### src/rtl/assert_macros.svh
// assertion helpers, sampled on clock and held off while reset is high
`ifndef ASSERT_MACROS_SVH
`define ASSERT_MACROS_SVH

// a property that must hold at every edge
`define ASSERT_ALWAYS(lbl, prop, msg) \
   lbl: assert property (@(posedge clock) disable iff (reset) (prop)) else $error(msg);

// when the trigger holds, the consequence holds in the same cycle
`define ASSERT_IMPLY(lbl, trig, cons, msg) \
   lbl: assert property (@(posedge clock) disable iff (reset) (trig) |-> (cons)) else $error(msg);

`endif

### src/rtl/mma_pkg.sv
`default_nettype none

package mma_pkg;

   localparam int WINDOW   = 10;
   localparam int CHANNELS = 8;

   localparam int CH_W     = 3;
   localparam int SAMPLE_W = 32;

   // running sum holds WINDOW samples plus sign headroom
   localparam int SUM_W    = SAMPLE_W + $clog2(WINDOW) + 2;
   localparam int POS_W    = $clog2(WINDOW + 1);
   localparam int CH_IDX_W = (CHANNELS > 1) ?
                             (($clog2(CHANNELS) < CH_W) ? $clog2(CHANNELS) : CH_W) : 1;
   localparam int CH_CMP_W = CH_W + 2;

   localparam int RING_DEPTH = CHANNELS * WINDOW;
   localparam int RING_AW    = (RING_DEPTH > 1) ? $clog2(RING_DEPTH) : 1;

   // divider retires DIV_BITS quotient bits per cycle
   localparam int DIV_BITS  = 8;
   localparam int DIV_ITER  = (SUM_W + DIV_BITS - 1) / DIV_BITS;
   localparam int DIV_PAD_W = DIV_ITER * DIV_BITS;
   localparam int DIV_CNT_W = (DIV_ITER > 1) ? $clog2(DIV_ITER) : 1;

   localparam int QDEPTH = 2;
   localparam int QAW    = 1;
   localparam int QCNT_W = 2;

   localparam logic signed [SAMPLE_W-1:0] AVG_POS_MAX = {1'b0, {(SAMPLE_W-1){1'b1}}};
   localparam logic signed [SAMPLE_W-1:0] AVG_NEG_MAX = {1'b1, {(SAMPLE_W-1){1'b0}}};

   typedef struct packed {
      logic                       bad;
      logic [CH_W-1:0]            channel;
      logic signed [SAMPLE_W-1:0] sample;
   } item_type;

   typedef enum logic [2:0] {
      ST_IDLE,
      ST_LOOKUP,
      ST_SUM,
      ST_DIV,
      ST_TRACK,
      ST_OUT
   } back_state_type;

endpackage

`default_nettype wire

### src/rtl/mma_ram.sv
`default_nettype none

module mma_ram #(
   parameter int WIDTH = 32,
   parameter int DEPTH = 16
) (
   input  wire logic                                       clock,
   input  wire logic                                       wr_en,
   input  wire logic [((DEPTH > 1) ? $clog2(DEPTH) : 1)-1:0] wr_addr,
   input  wire logic [WIDTH-1:0]                           wr_data,
   input  wire logic                                       rd_en,
   input  wire logic [((DEPTH > 1) ? $clog2(DEPTH) : 1)-1:0] rd_addr,
   output      logic [WIDTH-1:0]                           rd_data
);

   logic [WIDTH-1:0] mem_ff [DEPTH];
   logic [WIDTH-1:0] rd_data_ff;

   always_ff @(posedge clock) begin
      if (wr_en) begin
         mem_ff[wr_addr] <= wr_data;
      end
      if (rd_en) begin
         rd_data_ff <= mem_ff[rd_addr];
      end
   end

   assign rd_data = rd_data_ff;

endmodule

`default_nettype wire

### src/rtl/mma_front.sv
`default_nettype none

module mma_front (
   input  wire logic                                clock,
   input  wire logic                                reset,
   input  wire logic                                req_valid,
   output      logic                                req_ready,
   input  wire logic [mma_pkg::CH_W-1:0]            req_channel,
   input  wire logic signed [mma_pkg::SAMPLE_W-1:0] req_sample,
   output      mma_pkg::item_type                   item,
   output      logic                                item_valid,
   input  wire logic                                item_pop
);

   mma_pkg::item_type               q_ff [mma_pkg::QDEPTH];
   logic [mma_pkg::QAW-1:0]         wr_ptr_ff, wr_ptr_in;
   logic [mma_pkg::QAW-1:0]         rd_ptr_ff, rd_ptr_in;
   logic [mma_pkg::QCNT_W-1:0]      count_ff, count_in;
   mma_pkg::item_type               new_item;
   logic                            push;

   // channels past the configured count are marked and skip the averaging in the back end
   always_comb begin
      new_item.bad     = (mma_pkg::CH_CMP_W'(req_channel) >=
                          mma_pkg::CH_CMP_W'(mma_pkg::CHANNELS));
      new_item.channel = req_channel;
      new_item.sample  = req_sample;
   end

   assign req_ready  = (count_ff != mma_pkg::QCNT_W'(mma_pkg::QDEPTH));
   assign push       = req_valid && req_ready;
   assign item_valid = (count_ff != '0);
   assign item       = q_ff[rd_ptr_ff];

   always_comb begin
      wr_ptr_in = push ? (wr_ptr_ff + 1'b1) : wr_ptr_ff;
      rd_ptr_in = item_pop ? (rd_ptr_ff + 1'b1) : rd_ptr_ff;
      count_in  = count_ff + mma_pkg::QCNT_W'(push) - mma_pkg::QCNT_W'(item_pop);
   end

   always_ff @(posedge clock) begin
      if (reset) begin
         wr_ptr_ff <= '0;
         rd_ptr_ff <= '0;
         count_ff  <= '0;
      end else begin
         wr_ptr_ff <= wr_ptr_in;
         rd_ptr_ff <= rd_ptr_in;
         count_ff  <= count_in;
      end
   end

   always_ff @(posedge clock) begin
      if (push) begin
         q_ff[wr_ptr_ff] <= new_item;
      end
   end

endmodule

`default_nettype wire

### src/rtl/mma_div.sv
`default_nettype none

module mma_div (
   input  wire logic                                clock,
   input  wire logic                                reset,
   input  wire logic                                start,
   input  wire logic signed [mma_pkg::SUM_W-1:0]    dividend,
   input  wire logic [mma_pkg::POS_W-1:0]           divisor,
   output      logic                                done,
   output      logic signed [mma_pkg::SAMPLE_W-1:0] quotient
);

   logic                              busy_ff, busy_in;
   logic                              done_ff, done_in;
   logic [mma_pkg::DIV_CNT_W-1:0]     cnt_ff, cnt_in;
   logic [mma_pkg::DIV_PAD_W-1:0]     shift_ff, shift_in;
   logic [mma_pkg::POS_W:0]           rem_ff, rem_in;
   logic                              neg_ff, neg_in;
   logic [mma_pkg::POS_W-1:0]         dvs_ff, dvs_in;
   logic [mma_pkg::SAMPLE_W-1:0]      q_low;

   always_comb begin
      logic [mma_pkg::POS_W:0]       rem_t;
      logic [mma_pkg::DIV_PAD_W-1:0] sh_t;
      logic [mma_pkg::SUM_W-1:0]     mag;

      busy_in  = busy_ff;
      done_in  = 1'b0;
      cnt_in   = cnt_ff;
      shift_in = shift_ff;
      rem_in   = rem_ff;
      neg_in   = neg_ff;
      dvs_in   = dvs_ff;
      rem_t    = rem_ff;
      sh_t     = shift_ff;
      mag      = dividend[mma_pkg::SUM_W-1] ? (~dividend + 1'b1) : dividend;

      if (start) begin
         // work on the magnitude so the quotient truncates toward zero
         busy_in  = 1'b1;
         cnt_in   = mma_pkg::DIV_CNT_W'(mma_pkg::DIV_ITER - 1);
         shift_in = mma_pkg::DIV_PAD_W'(mag);
         rem_in   = '0;
         neg_in   = dividend[mma_pkg::SUM_W-1];
         dvs_in   = divisor;
      end else if (busy_ff) begin
         for (int i = 0; i < mma_pkg::DIV_BITS; i++) begin
            rem_t = {rem_t[mma_pkg::POS_W-1:0], sh_t[mma_pkg::DIV_PAD_W-1]};
            sh_t  = {sh_t[mma_pkg::DIV_PAD_W-2:0], 1'b0};
            if (rem_t >= {1'b0, dvs_ff}) begin
               rem_t   = rem_t - {1'b0, dvs_ff};
               sh_t[0] = 1'b1;
            end
         end
         shift_in = sh_t;
         rem_in   = rem_t;
         cnt_in   = cnt_ff - 1'b1;
         if (cnt_ff == '0) begin
            busy_in = 1'b0;
            done_in = 1'b1;
         end
      end
   end

   always_ff @(posedge clock) begin
      if (reset) begin
         busy_ff <= 1'b0;
         done_ff <= 1'b0;
      end else begin
         busy_ff <= busy_in;
         done_ff <= done_in;
      end
   end

   always_ff @(posedge clock) begin
      cnt_ff   <= cnt_in;
      shift_ff <= shift_in;
      rem_ff   <= rem_in;
      neg_ff   <= neg_in;
      dvs_ff   <= dvs_in;
   end

   // the mean always fits in a sample, so the low bits carry the result
   assign q_low    = shift_ff[mma_pkg::SAMPLE_W-1:0];
   assign quotient = neg_ff ? (~q_low + 1'b1) : q_low;
   assign done     = done_ff;

endmodule

`default_nettype wire

### src/rtl/mma_back.sv
`default_nettype none

module mma_back (
   input  wire logic                                clock,
   input  wire logic                                reset,
   input  wire mma_pkg::item_type                   item,
   input  wire logic                                item_valid,
   output      logic                                item_pop,
   output      logic                                rsp_valid,
   input  wire logic                                rsp_ready,
   output      logic [mma_pkg::CH_W-1:0]            channel_out,
   output      logic signed [mma_pkg::SAMPLE_W-1:0] average,
   output      logic signed [mma_pkg::SAMPLE_W-1:0] lowest_average,
   output      logic signed [mma_pkg::SAMPLE_W-1:0] highest_average,
   output      logic                                window_full
);

   mma_pkg::back_state_type state_ff, state_in;

   mma_pkg::item_type                   item_ff, item_in;
   logic [mma_pkg::POS_W-1:0]           pos_ff, pos_in;
   logic                                wrap_ff, wrap_in;
   logic [mma_pkg::RING_AW-1:0]         addr_ff, addr_in;
   logic signed [mma_pkg::SAMPLE_W-1:0] avg_ff, avg_in;

   // per-channel state
   logic [mma_pkg::POS_W-1:0]           wpos_ff    [mma_pkg::CHANNELS];
   logic                                wrapped_ff [mma_pkg::CHANNELS];
   logic signed [mma_pkg::SUM_W-1:0]    sum_ff     [mma_pkg::CHANNELS];
   logic signed [mma_pkg::SAMPLE_W-1:0] min_ff     [mma_pkg::CHANNELS];
   logic signed [mma_pkg::SAMPLE_W-1:0] max_ff     [mma_pkg::CHANNELS];

   logic                                chan_wr, mm_wr;
   logic [mma_pkg::POS_W-1:0]           wpos_in;
   logic signed [mma_pkg::SUM_W-1:0]    sum_in;
   logic signed [mma_pkg::SAMPLE_W-1:0] min_in, max_in;

   logic [mma_pkg::CH_W-1:0]            out_ch_ff, out_ch_in;
   logic signed [mma_pkg::SAMPLE_W-1:0] out_avg_ff, out_avg_in;
   logic signed [mma_pkg::SAMPLE_W-1:0] out_lo_ff, out_lo_in;
   logic signed [mma_pkg::SAMPLE_W-1:0] out_hi_ff, out_hi_in;
   logic                                out_full_ff, out_full_in;

   logic [mma_pkg::CH_IDX_W-1:0]        idx;
   logic [mma_pkg::POS_W-1:0]           cur_wpos, pos_eff;
   logic                                at_end;
   logic [mma_pkg::RING_AW-1:0]         ring_addr;

   logic                                ram_wr, ram_rd;
   logic [mma_pkg::SAMPLE_W-1:0]        ram_rd_data;
   logic signed [mma_pkg::SUM_W-1:0]    old_ext, new_ext;

   logic                                div_start, div_done;
   logic [mma_pkg::POS_W-1:0]           div_divisor;
   logic signed [mma_pkg::SAMPLE_W-1:0] div_quotient;

   assign idx       = item_ff.channel[mma_pkg::CH_IDX_W-1:0];
   assign cur_wpos  = wpos_ff[idx];
   assign at_end    = (cur_wpos == mma_pkg::POS_W'(mma_pkg::WINDOW));
   assign pos_eff   = at_end ? '0 : cur_wpos;
   assign ring_addr = mma_pkg::RING_AW'(idx * mma_pkg::RING_AW'(mma_pkg::WINDOW))
                      + mma_pkg::RING_AW'(pos_eff);

   // the overwritten entry only leaves the sum once the ring has wrapped
   assign old_ext = wrap_ff ?
                    {{(mma_pkg::SUM_W-mma_pkg::SAMPLE_W){ram_rd_data[mma_pkg::SAMPLE_W-1]}},
                     ram_rd_data} : '0;
   assign new_ext = {{(mma_pkg::SUM_W-mma_pkg::SAMPLE_W){item_ff.sample[mma_pkg::SAMPLE_W-1]}},
                     item_ff.sample};

   mma_ram #(
      .WIDTH (mma_pkg::SAMPLE_W),
      .DEPTH (mma_pkg::RING_DEPTH)
   ) u_ring (
      .clock   (clock),
      .wr_en   (ram_wr),
      .wr_addr (addr_ff),
      .wr_data (item_ff.sample),
      .rd_en   (ram_rd),
      .rd_addr (ring_addr),
      .rd_data (ram_rd_data)
   );

   mma_div u_div (
      .clock    (clock),
      .reset    (reset),
      .start    (div_start),
      .dividend (sum_in),
      .divisor  (div_divisor),
      .done     (div_done),
      .quotient (div_quotient)
   );

   always_comb begin
      state_in    = state_ff;
      item_in     = item_ff;
      pos_in      = pos_ff;
      wrap_in     = wrap_ff;
      addr_in     = addr_ff;
      avg_in      = avg_ff;
      item_pop    = 1'b0;
      ram_rd      = 1'b0;
      ram_wr      = 1'b0;
      chan_wr     = 1'b0;
      mm_wr       = 1'b0;
      div_start   = 1'b0;
      wpos_in     = pos_ff + 1'b1;
      sum_in      = sum_ff[idx] - old_ext + new_ext;
      div_divisor = wrap_ff ? mma_pkg::POS_W'(mma_pkg::WINDOW) : wpos_in;
      min_in      = (avg_ff < min_ff[idx]) ? avg_ff : min_ff[idx];
      max_in      = (avg_ff > max_ff[idx]) ? avg_ff : max_ff[idx];
      out_ch_in   = out_ch_ff;
      out_avg_in  = out_avg_ff;
      out_lo_in   = out_lo_ff;
      out_hi_in   = out_hi_ff;
      out_full_in = out_full_ff;
      rsp_valid   = 1'b0;

      unique case (state_ff)
         mma_pkg::ST_IDLE: begin
            if (item_valid) begin
               item_pop = 1'b1;
               item_in  = item;
               if (item.bad) begin
                  out_ch_in   = item.channel;
                  out_avg_in  = '0;
                  out_lo_in   = mma_pkg::AVG_POS_MAX;
                  out_hi_in   = mma_pkg::AVG_NEG_MAX;
                  out_full_in = 1'b0;
                  state_in    = mma_pkg::ST_OUT;
               end else begin
                  state_in = mma_pkg::ST_LOOKUP;
               end
            end
         end
         mma_pkg::ST_LOOKUP: begin
            ram_rd   = 1'b1;
            pos_in   = pos_eff;
            wrap_in  = wrapped_ff[idx] || at_end;
            addr_in  = ring_addr;
            state_in = mma_pkg::ST_SUM;
         end
         mma_pkg::ST_SUM: begin
            ram_wr    = 1'b1;
            chan_wr   = 1'b1;
            div_start = 1'b1;
            state_in  = mma_pkg::ST_DIV;
         end
         mma_pkg::ST_DIV: begin
            if (div_done) begin
               avg_in   = div_quotient;
               state_in = mma_pkg::ST_TRACK;
            end
         end
         mma_pkg::ST_TRACK: begin
            mm_wr       = 1'b1;
            out_ch_in   = item_ff.channel;
            out_avg_in  = avg_ff;
            out_lo_in   = min_in;
            out_hi_in   = max_in;
            out_full_in = wrap_ff;
            state_in    = mma_pkg::ST_OUT;
         end
         mma_pkg::ST_OUT: begin
            rsp_valid = 1'b1;
            if (rsp_ready) begin
               state_in = mma_pkg::ST_IDLE;
            end
         end
         default: begin
            state_in = mma_pkg::ST_IDLE;
         end
      endcase
   end

   always_ff @(posedge clock) begin
      if (reset) begin
         state_ff <= mma_pkg::ST_IDLE;
      end else begin
         state_ff <= state_in;
      end
   end

   always_ff @(posedge clock) begin
      item_ff     <= item_in;
      pos_ff      <= pos_in;
      wrap_ff     <= wrap_in;
      addr_ff     <= addr_in;
      avg_ff      <= avg_in;
      out_ch_ff   <= out_ch_in;
      out_avg_ff  <= out_avg_in;
      out_lo_ff   <= out_lo_in;
      out_hi_ff   <= out_hi_in;
      out_full_ff <= out_full_in;
   end

   always_ff @(posedge clock) begin
      if (reset) begin
         for (int c = 0; c < mma_pkg::CHANNELS; c++) begin
            wpos_ff[c]    <= '0;
            wrapped_ff[c] <= 1'b0;
            sum_ff[c]     <= '0;
            min_ff[c]     <= mma_pkg::AVG_POS_MAX;
            max_ff[c]     <= mma_pkg::AVG_NEG_MAX;
         end
      end else begin
         if (chan_wr) begin
            wpos_ff[idx]    <= wpos_in;
            wrapped_ff[idx] <= wrap_ff;
            sum_ff[idx]     <= sum_in;
         end
         if (mm_wr) begin
            min_ff[idx] <= min_in;
            max_ff[idx] <= max_in;
         end
      end
   end

   assign channel_out     = out_ch_ff;
   assign average         = out_avg_ff;
   assign lowest_average  = out_lo_ff;
   assign highest_average = out_hi_ff;
   assign window_full     = out_full_ff;

endmodule

`default_nettype wire

### src/rtl/multichannel_moving_average_minmax.sv
// Per-channel moving average of signed Q16.16 samples, with the running
// minimum and maximum of each channel's averages.
// req channel: tdata carries the sample, tuser the channel number. One result
// beat comes back on rsp for every request beat, in order.
// rsp tdata: average, lowest average, highest average; rsp tuser: channel and
// the window-full flag.
// A two-entry queue takes request beats while the back end works, so the
// sender sees tready high until two beats wait behind the one in progress.
// Each item passes through the back end with rsp_tready high in these steps:
// pop, ring read, sum update, the divider (five 8-bit quotient steps plus
// its done strobe), min/max update and the output. A channel past the channel
// count goes from the pop straight to the output and returns the reset
// constants without touching state.
// While rsp_tready is low the result holds, the back end waits and the queue
// fills, after which req_tready drops.
// Reset clears the queue, the write positions, sums and wrap flags and sets
// the min/max trackers to their extremes; the sample ring needs no clearing.
`default_nettype none

`include "assert_macros.svh"

module multichannel_moving_average_minmax (
   input  wire logic                          clock,
   input  wire logic                          reset,
   input  wire logic                          req_tvalid,
   output      logic                          req_tready,
   input  wire logic [mma_pkg::SAMPLE_W-1:0]  req_tdata,   // [31:0] sample
   input  wire logic [mma_pkg::CH_W-1:0]      req_tuser,   // [2:0] channel
   output      logic                          rsp_tvalid,
   input  wire logic                          rsp_tready,
   output      logic [3*mma_pkg::SAMPLE_W-1:0] rsp_tdata,  // [31:0] average,
                                                           // [63:32] lowest_average,
                                                           // [95:64] highest_average
   output      logic [mma_pkg::CH_W:0]        rsp_tuser    // [2:0] channel_out,
                                                           // [3] window_full
);

   mma_pkg::item_type                   item;
   logic                                item_valid;
   logic                                item_pop;
   logic [mma_pkg::CH_W-1:0]            channel_out;
   logic signed [mma_pkg::SAMPLE_W-1:0] average;
   logic signed [mma_pkg::SAMPLE_W-1:0] lowest_average;
   logic signed [mma_pkg::SAMPLE_W-1:0] highest_average;
   logic                                window_full;

   mma_front u_front (
      .clock       (clock),
      .reset       (reset),
      .req_valid   (req_tvalid),
      .req_ready   (req_tready),
      .req_channel (req_tuser),
      .req_sample  (req_tdata),
      .item        (item),
      .item_valid  (item_valid),
      .item_pop    (item_pop)
   );

   mma_back u_back (
      .clock           (clock),
      .reset           (reset),
      .item            (item),
      .item_valid      (item_valid),
      .item_pop        (item_pop),
      .rsp_valid       (rsp_tvalid),
      .rsp_ready       (rsp_tready),
      .channel_out     (channel_out),
      .average         (average),
      .lowest_average  (lowest_average),
      .highest_average (highest_average),
      .window_full     (window_full)
   );

   assign rsp_tdata = {highest_average, lowest_average, average};
   assign rsp_tuser = {window_full, channel_out};

   // the back end only pops a queued item
   `ASSERT_IMPLY(a_pop_has_item, item_pop, item_valid, "pop from empty item queue")

   // min above max only while a channel has no average yet
   `ASSERT_IMPLY(a_untouched_result, rsp_tvalid && (lowest_average > highest_average),
                 (average == '0) && !window_full, "inverted min/max on a tracked channel")

   // a tracked average lies inside its own min/max
   `ASSERT_IMPLY(a_avg_in_range, rsp_tvalid && (lowest_average <= highest_average),
                 (lowest_average <= average) && (average <= highest_average),
                 "average outside its min/max")

   // the sender sees back-pressure only while work is queued
   `ASSERT_ALWAYS(a_ready_when_empty, item_valid || req_tready, "stalled with empty queue")

endmodule

`default_nettype wire
### config.mk
export PLATFORM = sky130hd
export DESIGN_NAME = multichannel_moving_average_minmax
export DESIGN_NICKNAME = d
export VERILOG_FILES = /design/src/rtl/mma_pkg.sv /design/src/rtl/mma_ram.sv /design/src/rtl/mma_front.sv /design/src/rtl/mma_div.sv /design/src/rtl/mma_back.sv /design/src/rtl/multichannel_moving_average_minmax.sv
export VERILOG_INCLUDE_DIRS = /design/src /design/src/rtl
export SDC_FILE = /design/constraint.sdc
export NUM_CORES = 2
export LEC_CHECK = 0
export BUFFER_PORTS_ARGS = -buffer_cell sky130_fd_sc_hd__buf_2
export CELL_PAD_IN_SITES_DETAIL_PLACEMENT = 1
export CELL_PAD_IN_SITES_GLOBAL_PLACEMENT = 2
export CORE_MARGIN = 3
export CORE_UTILIZATION = 50
export DETAILED_ROUTE_END_ITERATION = 7
export HOLD_SLACK_MARGIN = 0.03
export PLACE_DENSITY_LB_ADDON = 0.3
export SYNTH_ARGS = -nofsm -noshare
export SYNTH_HDL_FRONTEND = slang
export SYNTH_SLANG_ARGS = --single-unit
export TNS_END_PERCENT = 30
### constraint.sdc
create_clock -name clock -period 18.6 [get_ports clock]
set_input_delay 0.93 -clock clock [delete_from_list [all_inputs] [get_ports clock]]
set_output_delay 0.93 -clock clock [all_outputs]
set_load 0.02 [all_outputs]
# Word-level counts from Yosys, hierarchy flattened
# Memories as Yosys holds them, arrays and structs flattened. A register that Yosys moved wholly into a read port is not among the register bits.
# Index checks and enable logic that the tools add are counted.
# word_totals
ff_bits	240
ramBits	3486
in_bits	39
output_inout_bits	102
n_memories	7
# memory_table
memory	words	width	read_ports	rd_clocked_by_memory_dff	wr	line_no	text
u_back.u_ring.mem_ff	80	32	1	1	1	mma_ram.sv:16	logic [WIDTH-1:0] mem_ff [DEPTH];
u_back.sum_ff	8	38	1	1	8	mma_back.sv:29	logic signed [mma_pkg::SUM_W-1:0] sum_ff [mma_pkg::CHANNELS];
u_back.max_ff	8	32	1	1	8	mma_back.sv:31	logic signed [mma_pkg::SAMPLE_W-1:0] max_ff [mma_pkg::CHANNELS];
u_back.min_ff	8	32	1	1	8	mma_back.sv:30	logic signed [mma_pkg::SAMPLE_W-1:0] min_ff [mma_pkg::CHANNELS];
u_front.q_ff	2	35	1	1	1	mma_front.sv:15	mma_pkg::item_type q_ff [mma_pkg::QDEPTH];
u_back.wpos_ff	8	4	1	1	8	mma_back.sv:27	logic [mma_pkg::POS_W-1:0] wpos_ff [mma_pkg::CHANNELS];
+1 memories	n/a	n/a	n/a	n/a	n/a	n/a	
# op_classes
add_sub_neg	19
multipliers	1
n_lt_le_gt_ge	10
eq_ne	11
muxes	101
bitwise	3
reduce_logical	17
# op_table
operator	n
$mux W32	11
$pmux W32 S2	3
$mux W38	5
$mux W4	24
$reduce_or A32 Y1	2
$mux W3	16
$ge A5 B4 Y1	8
$mux W1	39
$add A38 B1 Y38 const B	1
$add A38 B32 Y38	1
$not A38 Y38	1
$reduce_or A38 Y1	1
$sub A38 B38 Y38	1
$add A32 B1 Y32 const B	1
$gt A32 B32 Y1	1
$lt A32 B32 Y1	1
$not A32 Y32	1
$sub A4 B4 Y4	8
$pmux W3 S6	1
$ne A2 B2 Y1 const B	4
$add A7 B4 Y7	1
$eq A3 B2 Y1 const B	2
$eq A3 B3 Y1 const B	2
$logic_not A3 Y1	2
other kinds (20)	25

# Depth between registers and ports, before layout
# logic_depth
depth_word	32
ltp_mapped	63
depth_no_buf	62

# Cells and area by module
# A second synthesis with hierarchy kept.
# unflattened
hier_cells	8676
area_unflattened_um2	157974.0
# modules_own_cells
module	n_inst	cells_per_inst	area_per_inst_um2
mma_ram	1	4315	98898.6
mma_back	1	3606	50853.8
mma_div	1	615	5427.7
mma_front	1	139	2786.4
multichannel_moving_average_minmax	1	1	7.5

# Worst setup path after synthesis
# Ideal clock, no wire load.
# synth_path
path_type	register to register
from	register u_back.u_div.dvs_ff[1] (netlist bit)
to	register u_back.u_div.shift_ff[0] (netlist bit) (data pin)
setup_time_ns	0.274
arrival_ns	11.669
t_required_ns	18.326
path_slack_ns	6.658
stages_incl_launch_ff	63
n_path_buf	1
period_less_slack_ns	11.942
cell_sequence	edfxtp_1 > inv_1 > ha_1 > nand4_1 > nand2_1 > nor2_2 > mux2_2 > ha_1 > or2_1 > a21oi_1 > a21oi_1 > a21o_1 > nor2_1 > a21oi_1 > ha_1 > or2_1 > a21oi_1 > a21oi_1 > [... 27 more ...] > nand3_1 > a21oi_1 > ha_1 > o21ai_0 > nand2b_1 > a21o_1 > a21o_1 > a211oi_4 > mux2i_1 > ha_1 > o21ai_0 > nand2b_1 > a21o_1 > a21o_1 > a211oi_1 > mux2i_2 > nor2_1 > a21oi_1
# synth_via
elab_chain_len	32
word_cells_on_any_way	39
cone_classes	add/sub (7); order compare (8); mux (24)
# synth_rtl
item	line_no	text
from (decl)	mma_div.sv:19	logic [mma_pkg::POS_W-1:0] dvs_ff, dvs_in;
from (signal assigned)	mma_div.sv:80	dvs_ff <= dvs_in;
$sub A4 B4 Y4 or $ge A5 B4 Y1 (tied branches)	mma_div.sv:51, mma_div.sv:50	
$mux W4	mma_div.sv:50	if (rem_t >= {1'b0, dvs_ff}) begin
$mux W4	mma_div.sv:46	end else if (busy_ff) begin
$mux W4	mma_div.sv:38	if (start) begin
$sub A4 B4 Y4 or $ge A5 B4 Y1 (tied branches)	mma_div.sv:51, mma_div.sv:50	
$mux W4	mma_div.sv:50	
$mux W4	mma_div.sv:46	
$mux W4	mma_div.sv:38	
[... 17 more ...]	n/a	
$mux W4	mma_div.sv:50	
$mux W4	mma_div.sv:46	
$mux W4	mma_div.sv:38	
$ge A5 B4 Y1 *	mma_div.sv:50	
$mux W1 *	mma_div.sv:50	
$mux W38 *	mma_div.sv:46	
$mux W38 *	mma_div.sv:38	
named net u_back.u_div.shift_in, one bit	mma_div.sv:16	logic [mma_pkg::DIV_PAD_W-1:0] shift_ff, shift_in;
to (signal assigned)	mma_div.sv:77	shift_ff <= shift_in;
to (decl)	mma_div.sv:16	
# The timed path passes the listed nets; every way through them passes the cells marked *. The select of a mux whose other input is x is not followed.
# A chain may end at the register's enable or synchronous reset.

# Worst setup path after layout
# Same ends and word-level chain as after synthesis.

==> impl_metrics.py <==
metrics = {
    "outcome": {
        "run_status": "finished with violations",
        "violations": "capacitance limit",
    },
    "yosys": {
        "synth.avg_cell_area_um2": 19.2,
        "synth_seq_cells": 3761,
        "synth_ff_type": "edfxtp_1",
        "syn-num-nets": 8264,
        "synthSimpleGateAreaFrac": 0.0443,
        "synth-edff-count": 3739,
        "synth_warnings": 0,
        "netlist_instances": 8033,
        "synth_compound_gate_area_share": 0.0187,
        "synth_cell_types": 96,
        "synthArstFlopShare": 0,
        "ys_seq_area_frac": 0.730,
        "synth_xor_area_frac": 0.00702,
        "synth_area_mm2": 0.154,
        "synth_mux_area_frac": 0.165,
        "synth_top_family_by_area": "multiplexers",
        "synth_fa_ha_area_frac": 0.0178,
    },
    "setup_path": {
        "arrival_ns": 14.52,
        "path_common_cell": "a21oi_1",
        "r2r_slack_ns": 4.70,
        "crit-reg2reg-launch": "u_back.u_div.dvs_ff[1]",
        "end_kind": "flop",
        "r2r-end": "u_back.u_div.shift_ff[0]",
        "path_max_fanout": 8,
        "crit_buf_inv": 4,
        "crit_type": "flop to flop",
        "startpoint_type": "flop",
        "cpMaxStageDelayCell": "edfxtp_1",
        "required_ns": 19.22,
        "cpPeakStageDelay_ns": 0.80,
        "path_depth": 61,
        "r2r_cells": 61,
        "crit_family": "compound AO/OA/AOI/OAI gates",
    },
    "clock_tree": {
        "cts_num_sinks": 3761,
        "cts.path.max_buffers": 4,
        "clockRootBuffer": "clkbuf_16",
        "cts_tree": "done",
        "cts_hold_buf": 0,
        "clk_latency_ns": 0.96,
        "cts_setup_buffers": 0,
        "post_cts_resized": 0,
        "cts_max_level": 5,
        "cts_made_buffers": 383,
        "path_clk_slew_ns": 0.06,
    },
    "layout": {
        "fillCellCount": 26600,
        "nets": 8612,
        "layout_common_cells": "3739 x edfxtp_1, 1008 x mux4_2, 746 x nor2_1, 460 x nand2_1, 387 x clkbuf_16",
        "area_growth_pct": 12.5,
        "final_common_cell": "edfxtp_1",
        "drive_above_1_share": 0.259,
    },
    "route": {
        "wl_met1_mm": 164,
        "dr.max_layer_used": "met5",
        "dr.pass1.iters": 5,
        "routed-via-count": 80100,
        "wire_per_inst_um": 33.8,
        "drc": 0,
        "drt_iter0_drc": 9698,
        "via_per_inst": 6.25,
        "wl_met2_mm": 219,
        "wl_mm": 433,
        "ant_nets": 0,
        "wl_met3_mm": 31.0,
    },
    "hold_path": {
        "hold_path_end": "u_front.q_ff[1][32]",
        "hold_path_depth": 1,
        "hp-start": "req_tuser[0]",
        "min_path_type": "primary input to flop",
    },
    "global_routing": {
        "grt_usage": 0.275,
        "antenna_found_initial": 25,
        "grt_remaining_overflow": 0,
        "grt_pass1_wl_mm": 622,
        "grt_max_degree": 98,
        "grt_pass1_vias": 84800,
    },
    "floorplanning": {
        "placeableCoreArea_mm2": 0.307,
        "initial_core_util": 0.504,
        "num_io_pins": 141,
        "fp.dieArea_mm2": 0.316,
        "fp.dieH_um": 562,
        "die_w_um": 562,
        "rows": 203,
    },
    "placed_design": {
        "place_congestion": 0.798,
        "portBuffers": 140,
        "hpwl_mm": 247,
    },
    "timing": {
        "fmax_mhz": 71.9,
        "rsz0062_at_grt": "no",
        "hold_ws_ns": 0.164,
        "relSlewSlack": 0.00202,
        "fin_crit_ns": 13.90,
        "tightest_slew_ns": 1.49,
        "setup_tns_ns": 0,
        "drv_slew": 0,
        "finClkSkew_ns": 0.0822,
        "setup_viol": 0,
        "period_share": 0.747,
        "hold_violations": 0,
    },
    "flow_run": {
        "maxCapViolCount": 1,
    },
}
[Yosys cell counts (14+ instances only)]
cell type	n	area [um^2]
nor2_1	832	3120
and3_1	19	119
clkbuf_1	331	1240
mux2_2	133	1500
mux4_2	1008	22700
a21o_1	67	503
xnor2_1	60	526
o21ai_1	14	70.1
nor2b_1	18	113
o21ai_0	77	385
fa_1	46	921
a31oi_1	42	263
a21oi_1	89	445
inv_1	198	743
nand4_1	21	131
and2_1	68	425
buf_1	32	120
mux2i_1	128	1280
nor3_1	22	110
buf_2	66	330
nand3_1	36	180
edfxtp_1	3739	112000
xor2_1	57	499
nand2_1	468	1760
or2_2	14	87.6
o211ai_1	15	113
dfxtp_1	22	440
a211oi_1	34	255
ha_1	146	1830
nand2b_1	46	288
[state kept, by name, indices dropped and copies added, names as in the netlist, 2 cells and up, named ones only]
register                cells
u_back.item_ff             32
u_back.lowest_average      32
u_back.wrapped_ff           8
u_back.max_ff             256
u_back.u_div.rem_ff         4
u_back.sum_ff             304
u_back.pos_ff               3
u_back.u_div.shift_ff      40
u_back.average             32
u_back.u_div.cnt_ff         3
u_back.avg_ff              32
u_back.u_div.dvs_ff         4
u_back.u_ring.mem_ff     2560
u_front.count_ff            2
u_back.channel_out          3
u_front.q_ff               70
u_back.highest_average     32
u_back.min_ff             256
u_back.idx                  3
u_back.state_ff             3
u_back.u_ring.rd_data      32
u_back.addr_ff              7
u_back.wpos_ff             32
[layer usage]
| metal | GRT usage | up-vias |
|---|---|---|
| met2 | 0.463 | 3534 |
| met5 | 0 | - |
| met4 | 0.110 | 4 |
| li1 | - | 32700 |
| met3 | 0.0348 | 761 |
| met1 | 0.366 | 43100 |
[area by class of cell]
class	count	area [um^2]	share of cell area
inverters	201	759	0.00437
diodes	11	27.5	0.000158
well taps	4100	5130	0.0295
repair buffers	411	2800	0.0161
flip-flops and latches	3761	113000	0.649
clock inverters	221	2190	0.0126
multi-input cells	3623	40000	0.230
clock buffers	482	10000	0.0578
[worst max path at each step]
stage                           start                       end  slack, ns
2_1_floorplan  u_back.u_div.dvs_ff[1]  u_back.u_div.shift_ff[0]       6.66
3_3_place_gp   u_back.u_div.dvs_ff[1]  u_back.u_div.shift_ff[0]       4.41
3_5_place_dp   u_back.u_div.dvs_ff[1]  u_back.u_div.shift_ff[0]       4.56
4_1_cts        u_back.u_div.dvs_ff[1]  u_back.u_div.shift_ff[0]       4.50
5_1_grt        u_back.u_div.dvs_ff[1]  u_back.u_div.shift_ff[0]       3.35
6_report       u_back.u_div.dvs_ff[1]  u_back.u_div.shift_ff[0]       4.70
[cell families after synthesis]
logic type               after synthesis
XOR/XNOR                             120
flip-flops                          3761
AO/OA/AOI/OAI                        432
AND/OR/NAND/NOR                     1607
adder cells (fa/ha/maj)              192
buffers and inverters                649
multiplexers                        1272
[stage by stage]
stage                     instances  instance area, um^2   util  setup slack [ns]
after floorplan                8033               154000      -              6.66
after global placement        12100               161000  0.527              4.41
after detailed placement      12100               161000  0.527              4.56
after CTS                     12800               174000  0.566              4.50
after global routing          12800               174000  0.566              3.35
final                         12800               174000  0.567              4.70
Power is not shown: default switching activity piles up to over one toggle a cycle in this logic, so the estimate is an artifact.
